$ cat src/hdl/sttab_pkg.sv
// ----------------------------------------------------------------------------
// sttab_pkg
// Request kinds, status codes and shared types of the software timer table.
// ----------------------------------------------------------------------------
package sttab_pkg;

    localparam logic [2:0] KIND_TICK   = 3'd0;
    localparam logic [2:0] KIND_ALLOC  = 3'd1;
    localparam logic [2:0] KIND_ARM    = 3'd2;
    localparam logic [2:0] KIND_DISARM = 3'd3;
    localparam logic [2:0] KIND_QUERY  = 3'd4;
    localparam logic [2:0] KIND_SCAN   = 3'd5;

    localparam logic [1:0] STAT_OK      = 2'd0;
    localparam logic [1:0] STAT_NO_FREE = 2'd1;
    localparam logic [1:0] STAT_RANGE   = 2'd2;
    localparam logic [1:0] STAT_NOT_ACT = 2'd3;

    localparam int          MAX_RESULTS    = 16;
    localparam int          HIT_W          = $clog2(MAX_RESULTS + 1);
    localparam logic [31:0] NOT_ACTIVE_REM = 32'hFFFF_FFFF;

    typedef struct packed {
        logic        due;
        logic [31:0] rem;
    } age_t;

endpackage

$ cat src/hdl/sttab_age.sv
// ----------------------------------------------------------------------------
// sttab_age
// Registered elapsed-time stage and due compare for one timer entry.
// ----------------------------------------------------------------------------
module sttab_age #(
    parameter int COUNT_BITS = 32
) (
    input  logic                  clk,
    input  logic [COUNT_BITS-1:0] tick,
    input  logic [COUNT_BITS-1:0] start_tick,
    input  logic [31:0]           delay,
    output sttab_pkg::age_t       age
);
    import sttab_pkg::*;

    logic [COUNT_BITS-1:0] elapsed_reg;
    logic [31:0]           delay_reg;

    always_ff @(posedge clk)
    begin
        elapsed_reg <= tick - start_tick;
        delay_reg   <= delay;
    end

    always_comb
    begin
        age.due = 32'(elapsed_reg) >= delay_reg;
        age.rem = delay_reg - 32'(elapsed_reg);
    end

endmodule

$ cat src/hdl/software_timer_table.sv
// ----------------------------------------------------------------------------
// software_timer_table
// Table of software timers sharing one tick counter, kept in a synchronous RAM.
// ----------------------------------------------------------------------------
// A request transfers when start is high and busy is low. Its results appear
// on the result ports one cycle at a time, each marked by result_valid, and
// last marks the final result of a request. The receiver cannot stall.
// Tick and unused kinds: result in the next cycle, busy stays low.
// Arm and disarm: one RAM read, then write back.
// Query: RAM read, elapsed-time register, then compare.
// Allocate: one claim bit checked per cycle.
// Scan: the RAM port is read once per entry and the entries flow through a
// two-stage pipe (RAM read, elapsed-time register) ahead of the compare. An
// expired entry is held one step so that the final one can carry last; an
// empty scan gives one result with expired_hit low.
// Reset clears the tick counter, the running flag, the active count and the
// claim bits; entry words of unclaimed entries are ignored.
// ----------------------------------------------------------------------------
module software_timer_table #(
    parameter int NUM_TIMERS = 16,
    parameter int COUNT_BITS = 32
) (
    input  logic        clk,
    input  logic        rst_n,
    input  logic        start,
    output logic        busy,
    input  logic [2:0]  kind,
    input  logic [7:0]  entry_index,
    input  logic [31:0] delay_ticks,
    output logic        result_valid,
    output logic [1:0]  result_status,
    output logic [3:0]  result_entry,
    output logic [31:0] remaining_ticks,
    output logic        expired_hit,
    output logic        timer_running,
    output logic        last
);
    import sttab_pkg::*;

    localparam int IDX_W  = (NUM_TIMERS > 1) ? $clog2(NUM_TIMERS) : 1;
    localparam int CNT_W  = $clog2(NUM_TIMERS + 1);
    localparam int WORD_W = COUNT_BITS + 33;
    localparam logic [IDX_W-1:0] LAST_IDX = IDX_W'(NUM_TIMERS - 1);
    localparam logic [7:0]       NUM_IDX  = 8'(NUM_TIMERS);
    localparam logic [31:0]      CNT_MASK = 32'((33'd1 << COUNT_BITS) - 33'd1);

    localparam logic [2:0] S_IDLE   = 3'd0;
    localparam logic [2:0] S_ALLOC  = 3'd1;
    localparam logic [2:0] S_ARMDIS = 3'd2;
    localparam logic [2:0] S_QRY1   = 3'd3;
    localparam logic [2:0] S_QRY2   = 3'd4;
    localparam logic [2:0] S_SCAN   = 3'd5;
    localparam logic [2:0] S_SWAIT  = 3'd6;
    localparam logic [2:0] S_SFIN   = 3'd7;

    logic [2:0]            state_reg, state_next;
    logic [2:0]            kind_reg, kind_next;
    logic [IDX_W-1:0]      idx_reg, idx_next;
    logic [31:0]           delay_reg, delay_next;
    logic [COUNT_BITS-1:0] tick_reg, tick_next;
    logic                  running_reg, running_next;
    logic [CNT_W-1:0]      act_cnt_reg, act_cnt_next;
    logic [NUM_TIMERS-1:0] claimed_reg, claimed_next;
    logic [IDX_W-1:0]      ap_reg, ap_next;
    logic [IDX_W-1:0]      sa_reg, sa_next;
    logic [HIT_W-1:0]      hit_cnt_reg, hit_cnt_next;
    logic                  pend_vld_reg, pend_vld_next;
    logic [IDX_W-1:0]      pend_idx_reg, pend_idx_next;

    logic                  out_vld_reg, out_vld_next;
    logic [1:0]            out_status_reg, out_status_next;
    logic [3:0]            out_entry_reg, out_entry_next;
    logic [31:0]           out_rem_reg, out_rem_next;
    logic                  out_hit_reg, out_hit_next;
    logic                  out_run_reg, out_run_next;
    logic                  out_last_reg, out_last_next;

    logic [WORD_W-1:0]     mem [NUM_TIMERS];
    logic [WORD_W-1:0]     rd_word_reg;
    logic [IDX_W-1:0]      rd_idx_reg;
    logic                  rd_vld_reg, rd_end_reg;
    logic                  ag_act_reg, ag_vld_reg, ag_end_reg;
    logic [IDX_W-1:0]      ag_idx_reg;
    logic [IDX_W-1:0]      rd_addr;
    logic                  wr_en;
    logic [IDX_W-1:0]      wr_addr;
    logic [WORD_W-1:0]     wr_data;

    logic                  emit;
    logic [1:0]            e_status;
    logic [3:0]            e_entry;
    logic [31:0]           e_rem;
    logic                  e_hit, e_run, e_last;
    logic                  in_range, old_act, hit;
    age_t                  age;

    sttab_age #(
        .COUNT_BITS (COUNT_BITS)
    ) u_age (
        .clk        (clk),
        .tick       (tick_reg),
        .start_tick (rd_word_reg[32 +: COUNT_BITS]),
        .delay      (rd_word_reg[31:0]),
        .age        (age)
    );

    assign busy     = (state_reg != S_IDLE);
    assign in_range = (entry_index < NUM_IDX);
    assign old_act  = rd_word_reg[WORD_W-1] & claimed_reg[rd_idx_reg];
    assign hit      = ag_vld_reg && ag_act_reg && age.due
                      && (hit_cnt_reg < HIT_W'(MAX_RESULTS));

    always_comb
    begin
        state_next    = state_reg;
        kind_next     = kind_reg;
        idx_next      = idx_reg;
        delay_next    = delay_reg;
        tick_next     = tick_reg;
        running_next  = running_reg;
        act_cnt_next  = act_cnt_reg;
        claimed_next  = claimed_reg;
        ap_next       = ap_reg;
        sa_next       = sa_reg;
        hit_cnt_next  = hit_cnt_reg;
        pend_vld_next = pend_vld_reg;
        pend_idx_next = pend_idx_reg;
        rd_addr       = sa_reg;
        wr_en         = 1'b0;
        wr_addr       = idx_reg;
        wr_data       = {1'b1, tick_reg, delay_reg};
        emit          = 1'b0;
        e_status      = STAT_OK;
        e_entry       = 4'(idx_reg);
        e_rem         = 32'd0;
        e_hit         = 1'b0;
        e_run         = running_reg;
        e_last        = 1'b1;

        case (state_reg)
            S_IDLE:
            begin
                rd_addr = IDX_W'(entry_index);
                if (start)
                begin
                    kind_next     = kind;
                    idx_next      = IDX_W'(entry_index);
                    delay_next    = delay_ticks;
                    ap_next       = '0;
                    sa_next       = '0;
                    hit_cnt_next  = '0;
                    pend_vld_next = 1'b0;
                    e_entry       = entry_index[3:0];
                    case (kind)
                        KIND_TICK:
                        begin
                            if (running_reg)
                                tick_next = tick_reg + 1'b1;
                            emit = 1'b1;
                        end
                        KIND_ALLOC:
                            state_next = S_ALLOC;
                        KIND_ARM, KIND_DISARM:
                        begin
                            if (in_range)
                                state_next = S_ARMDIS;
                            else
                            begin
                                emit     = 1'b1;
                                e_status = STAT_RANGE;
                            end
                        end
                        KIND_QUERY:
                        begin
                            if (in_range)
                                state_next = S_QRY1;
                            else
                            begin
                                emit     = 1'b1;
                                e_status = STAT_RANGE;
                            end
                        end
                        KIND_SCAN:
                        begin
                            running_next = running_reg && (act_cnt_reg != '0);
                            state_next   = S_SCAN;
                        end
                        default:
                            emit = 1'b1;
                    endcase
                end
            end
            S_ALLOC:
            begin
                if (!claimed_reg[ap_reg])
                begin
                    claimed_next[ap_reg] = 1'b1;
                    wr_en      = 1'b1;
                    wr_addr    = ap_reg;
                    wr_data    = {1'b0, tick_reg, delay_reg};
                    emit       = 1'b1;
                    e_entry    = 4'(ap_reg);
                    state_next = S_IDLE;
                end
                else if (ap_reg == LAST_IDX)
                begin
                    emit       = 1'b1;
                    e_status   = STAT_NO_FREE;
                    e_entry    = 4'd0;
                    state_next = S_IDLE;
                end
                else
                    ap_next = ap_reg + 1'b1;
            end
            S_ARMDIS:
            begin
                wr_en                 = 1'b1;
                claimed_next[idx_reg] = 1'b1;
                emit                  = 1'b1;
                state_next            = S_IDLE;
                if (kind_reg == KIND_ARM)
                begin
                    running_next = 1'b1;
                    e_run        = 1'b1;
                    if (!old_act)
                        act_cnt_next = act_cnt_reg + 1'b1;
                end
                else
                begin
                    wr_data = {1'b0, tick_reg, delay_reg};
                    if (old_act)
                        act_cnt_next = act_cnt_reg - 1'b1;
                end
            end
            S_QRY1:
                state_next = S_QRY2;
            S_QRY2:
            begin
                emit       = 1'b1;
                state_next = S_IDLE;
                if (!ag_act_reg)
                begin
                    e_status = STAT_NOT_ACT;
                    e_rem    = NOT_ACTIVE_REM;
                end
                else
                    e_rem = age.due ? CNT_MASK : age.rem;
            end
            S_SCAN, S_SWAIT:
            begin
                if (state_reg == S_SCAN)
                begin
                    if (sa_reg == LAST_IDX)
                        state_next = S_SWAIT;
                    else
                        sa_next = sa_reg + 1'b1;
                end
                if (hit)
                begin
                    hit_cnt_next  = hit_cnt_reg + 1'b1;
                    pend_vld_next = 1'b1;
                    pend_idx_next = ag_idx_reg;
                    if (pend_vld_reg)
                    begin
                        emit    = 1'b1;
                        e_entry = 4'(pend_idx_reg);
                        e_hit   = 1'b1;
                        e_last  = 1'b0;
                    end
                end
                if (ag_vld_reg && ag_end_reg)
                    state_next = S_SFIN;
            end
            S_SFIN:
            begin
                emit       = 1'b1;
                state_next = S_IDLE;
                e_entry    = pend_vld_reg ? 4'(pend_idx_reg) : 4'd0;
                e_hit      = pend_vld_reg;
            end
            default:
                state_next = S_IDLE;
        endcase

        out_vld_next    = emit;
        out_status_next = emit ? e_status : out_status_reg;
        out_entry_next  = emit ? e_entry : out_entry_reg;
        out_rem_next    = emit ? e_rem : out_rem_reg;
        out_hit_next    = emit ? e_hit : out_hit_reg;
        out_run_next    = emit ? e_run : out_run_reg;
        out_last_next   = emit ? e_last : out_last_reg;
    end

    // entry RAM: one write port, one registered read port
    always_ff @(posedge clk)
    begin
        if (wr_en)
            mem[wr_addr] <= wr_data;
        rd_word_reg <= mem[rd_addr];
        rd_idx_reg  <= rd_addr;
        ag_idx_reg  <= rd_idx_reg;
        ag_act_reg  <= old_act;
    end

    always_ff @(posedge clk)
    begin
        kind_reg        <= kind_next;
        idx_reg         <= idx_next;
        delay_reg       <= delay_next;
        ap_reg          <= ap_next;
        sa_reg          <= sa_next;
        pend_idx_reg    <= pend_idx_next;
        out_status_reg  <= out_status_next;
        out_entry_reg   <= out_entry_next;
        out_rem_reg     <= out_rem_next;
        out_hit_reg     <= out_hit_next;
        out_run_reg     <= out_run_next;
        out_last_reg    <= out_last_next;
    end

    always_ff @(posedge clk or negedge rst_n)
    begin
        if (!rst_n)
        begin
            state_reg    <= S_IDLE;
            tick_reg     <= '0;
            running_reg  <= 1'b0;
            act_cnt_reg  <= '0;
            claimed_reg  <= '0;
            hit_cnt_reg  <= '0;
            pend_vld_reg <= 1'b0;
            out_vld_reg  <= 1'b0;
            rd_vld_reg   <= 1'b0;
            rd_end_reg   <= 1'b0;
            ag_vld_reg   <= 1'b0;
            ag_end_reg   <= 1'b0;
        end
        else
        begin
            state_reg    <= state_next;
            tick_reg     <= tick_next;
            running_reg  <= running_next;
            act_cnt_reg  <= act_cnt_next;
            claimed_reg  <= claimed_next;
            hit_cnt_reg  <= hit_cnt_next;
            pend_vld_reg <= pend_vld_next;
            out_vld_reg  <= out_vld_next;
            rd_vld_reg   <= (state_reg == S_SCAN);
            rd_end_reg   <= (state_reg == S_SCAN) && (sa_reg == LAST_IDX);
            ag_vld_reg   <= rd_vld_reg;
            ag_end_reg   <= rd_end_reg;
        end
    end

    assign result_valid    = out_vld_reg;
    assign result_status   = out_status_reg;
    assign result_entry    = out_entry_reg;
    assign remaining_ticks = out_rem_reg;
    assign expired_hit     = out_hit_reg;
    assign timer_running   = out_run_reg;
    assign last            = out_last_reg;

endmodule

$ cat config.mk
export PLATFORM = sky130hd
export DESIGN_NAME = software_timer_table
export DESIGN_NICKNAME = d
export VERILOG_FILES = /design/src/hdl/sttab_pkg.sv /design/src/hdl/sttab_age.sv /design/src/hdl/software_timer_table.sv
export SDC_FILE = /design/constraint.sdc
export NUM_CORES = 2
export LEC_CHECK = 0
export BUFFER_PORTS_ARGS = -buffer_cell sky130_fd_sc_hd__clkbuf_2
export CAP_MARGIN = 10
export CORE_AREA = 2 2 264 370
export DETAILED_ROUTE_END_ITERATION = 8
export DIE_AREA = 0 0 266 372
export GPL_TIMING_DRIVEN = 0
export PLACE_DENSITY = 0.75
export RECOVER_POWER = 100
export SLEW_MARGIN = 10
export SYNTH_ARGS = -nofsm -noshare
export SYNTH_HDL_FRONTEND = slang
export SYNTH_HIERARCHICAL = 1
export SYNTH_SLANG_ARGS = --single-unit
$ cat constraint.sdc
create_clock -name clk -period 7.97 [get_ports clk]
set_input_delay 0.797 -clock clk [delete_from_list [all_inputs] [get_ports clk]]
set_output_delay 0.797 -clock clk [all_outputs]
set_load 0.005 [all_outputs]
==> summary.txt <==
Synth
  • Top cell type's share of synthesized area: 62.9%
  • Synth top area cells: edfxtp_1, nand2_1, nand3_1
  • Register area share after synthesis: 71.2%
  • Cell taking the most area after synthesis: edfxtp_1
  • Post-Synthesis Cell Area: 54000 sq um
  • Async SR Flop Fraction: 5.08%
  • Synth cell count leaders: nand2_1, edfxtp_1, nand3_1
  • Netlist cell types: 88
  • Most used flip-flop cell after synthesis: edfxtp_1
  • Syn_area_per_cell: 12.2 sq um
  • Syn. warnings: 6
  • Synth Net Count: 4546
  • Gate count after technology mapping: 4422
  • Count leader, synth: nand2_1
  • Post-synth EDFFs: 1132
  • Synth Register Bits: 1338

Detailed routing
  • Drc violations: 0
  • Via density: 5.99
  • Total number of vias: 36.0k
  • DRT iter0 DRCs: 4551
  • WL final: 141000 um
  • Initial DRT Pass Iterations: 5
  • Antenna Nets Post-Route: 0
  • Avg WL per Cell: 23.5 um

STA
  • Crit share post-route: 77.6%
  • RSZ-0062 raised after global routing: no
  • Final slew viol count: 822
  • Final min period: 6180 ps
  • # setup viols final: 0
  • Rel. slew slack: -102%
  • Final hold violations: 0
  • Worst setup margin: 1790 ps
  • Post-route setup TNS: 0 ps
  • F_max: 162 MHz
  • Setup Skew: 20.1 ps
  • Worst-Margin Slew: 3030 ps

Pwr
  • Power per cell area: 379 nW/um^2
  • Worst VDD drop: 0.219 mV
  • Total power: 22.8 mW
  • Lkg Pwr: 22.1 nW

Global route
  • GRT Residual Overflow: 0
  • GRT Total Usage: 28.5%
  • First-pass GRT wire length: 210000 um
  • Initial antenna violation count: 11
  • Pin count of the biggest net entering global routing: 51
  • Vias in the first global route: 35.5k

CTS
  • CTS max path bufs: 3
  • TritonCTS clock tree: built
  • Post-CTS Resized: 0
  • Clk slew on worst S/H paths: 70 ps
  • TritonCTS Buffers: 115
  • CTS Sinks: 1338
  • Clk Latency, worst-skew pair: 730 ps
  • Root Buffer: clkbuf_16
  • CTS H-tree depth: 3

Critical path
  • Startpoint type of the worst setup path: flop
  • Crit path buffers/inverters: 4
  • Arr. time, crit path: 6490 ps
  • Slowest-stage cell, CP: o21ai_0
  • Top delay family on crit path: buffers and inverters
  • CP Data Required Time: 8280 ps
  • Crit path top cell by count: clkbuf_1
  • Slowest stage delay, CP: 1400 ps
  • Crit Path Max Fanout: 24
  • Critical-path cell list: clkbuf_1, inv_1, or3_1, nand4_1, and3_1, nand2b_1, o21ai_0, clkbuf_1, clkbuf_1
  • WS Path Type: flop to flop
  • Crit path capture type: flop

Placed design
  • DP HPWL: 98800 um
  • Placed Instances: 5790
  • Placed inst area: 57300 sq um
  • Port Buffer Count: 87
  • Placer congestion estimate: 0.955
  • Dpl ws: 3020 ps

Cells and area
  • Fin cells: 6008
  • Nets@finish: 4799
  • Layout cells sized above 1: 7.56%
  • # diodes: 0
  • Area delta synth->final: 11.0%
  • Largest register FFs: 1040
  • Fillers: 7138
  • Final instance area: 60000 sq um

Run
  • Max-cap violations: 39

Floorplanning
  • Die W: 266 um
  • IO Pins: 89
  • Starting Density: 56.3%
  • DIE AREA: 99000 sq um
  • Rows: 135
  • Core area: 95900 sq um
  • Die Y: 372 um

Min path
  • Min-delay worst type: primary input to flop

Run status
  • Failing checks: capacitance limit, slew limit
  • Outcome: complete, but fails checks
[logic make-up (layout without fill, tap and decap cells)]
| group | Yosys count | count (layout) | share of synthesized area (%) |
|---|---|---|---|
| AO/OA/AOI/OAI | 255 | 255 | 3.27 |
| XOR/XNOR | 99 | 99 | 1.60 |
| adder cells (fa/ha/maj) | 79 | 79 | 1.87 |
| buffers and inverters | 341 | 694 | 2.61 |
| flip-flops | 1338 | 1338 | 71.2 |
| multiplexers | 28 | 28 | 0.634 |
| AND/OR/NAND/NOR | 2282 | 2282 | 18.9 |
[report_power, final]
| group | switching [mW] | internal (mW) |
|---|---|---|
| clock | 2.49 | 3.14 |
| combinational | 5.35 | 2.29 |
| sequential | 0.641 | 8.83 |
| total | 8.49 | 14.3 |
[layer usage]
metal	vias to the layer above	GRT usage [%]	wire length, um
li1	16400	-	-
met1	17400	34.2	49500
met2	1888	49.3	70500
met3	368	4.24	12600
met4	6	16.1	8330
met5	-	0	35
[repair_timing]
action | 4_1_cts | 5_1_grt
hold buffers | 1 | 0
endpoints found under the hold margin | 14 | 0
setup buffers | 0 | 0
[placed cells by master, fill, tap and decap left out, types with 31 or more instances in the layout]
master     Yosys  routed
a21o_1        31      31
a21oi_1       70      70
buf_2         91      89
clkbuf_1     129     238
clkbuf_16      0     117
clkbuf_2       0      62
dfrtp_1       68      68
dfxtp_1      138     138
edfxtp_1    1132    1132
ha_1          75      75
inv_1         99     100
nand2_1     1134    1134
nand3_1      820     821
nand4_1       83      84
nor2_1       129     129
o21ai_0       41      42
xnor2_1       71      71
[worst paths after layout]
path | startpoint | depth (start not counted) | to | slack, ps
worst max-delay path | ap_reg[0] | 9 | mem[5][32] | 1790
worst min-delay path | delay_ticks[10] | 1 | delay_reg[10] | 240
worst max register to register | ap_reg[0] | 9 | mem[5][32] | 1790
worst min register to register | rd_word_reg[29] | 0 | u_age/delay_reg[29] | 330
max in group asynchronous | rst_n | 3 | tick_reg[3] | 3640
min in group asynchronous | rst_n | 2 | act_cnt_reg[1] | 880
[per-stage QoR]
step	utilization, %	hold slack (ps)
after floorplan	-	310
after global placement	58.4	312
after detailed placement	59.7	312
after CTS	63.7	197
after global routing	62.5	231
final	62.5	236
[layout make-up]
class                           count  area (sq um)  share of cell area [%]
Buffer                            240          1020                    1.70
Clock buffer                      155          3160                    5.27
Clock inverter                     62           628                    1.05
Inverter                          101           379                   0.632
Multi-Input combinational cell   2743         14100                    23.6
Sequential cell                  1338         38500                    64.1
Tap cell                         1233          1540                    2.57
Timing Repair Buffer              136           648                    1.08
(Power assumes the default switching activity.)
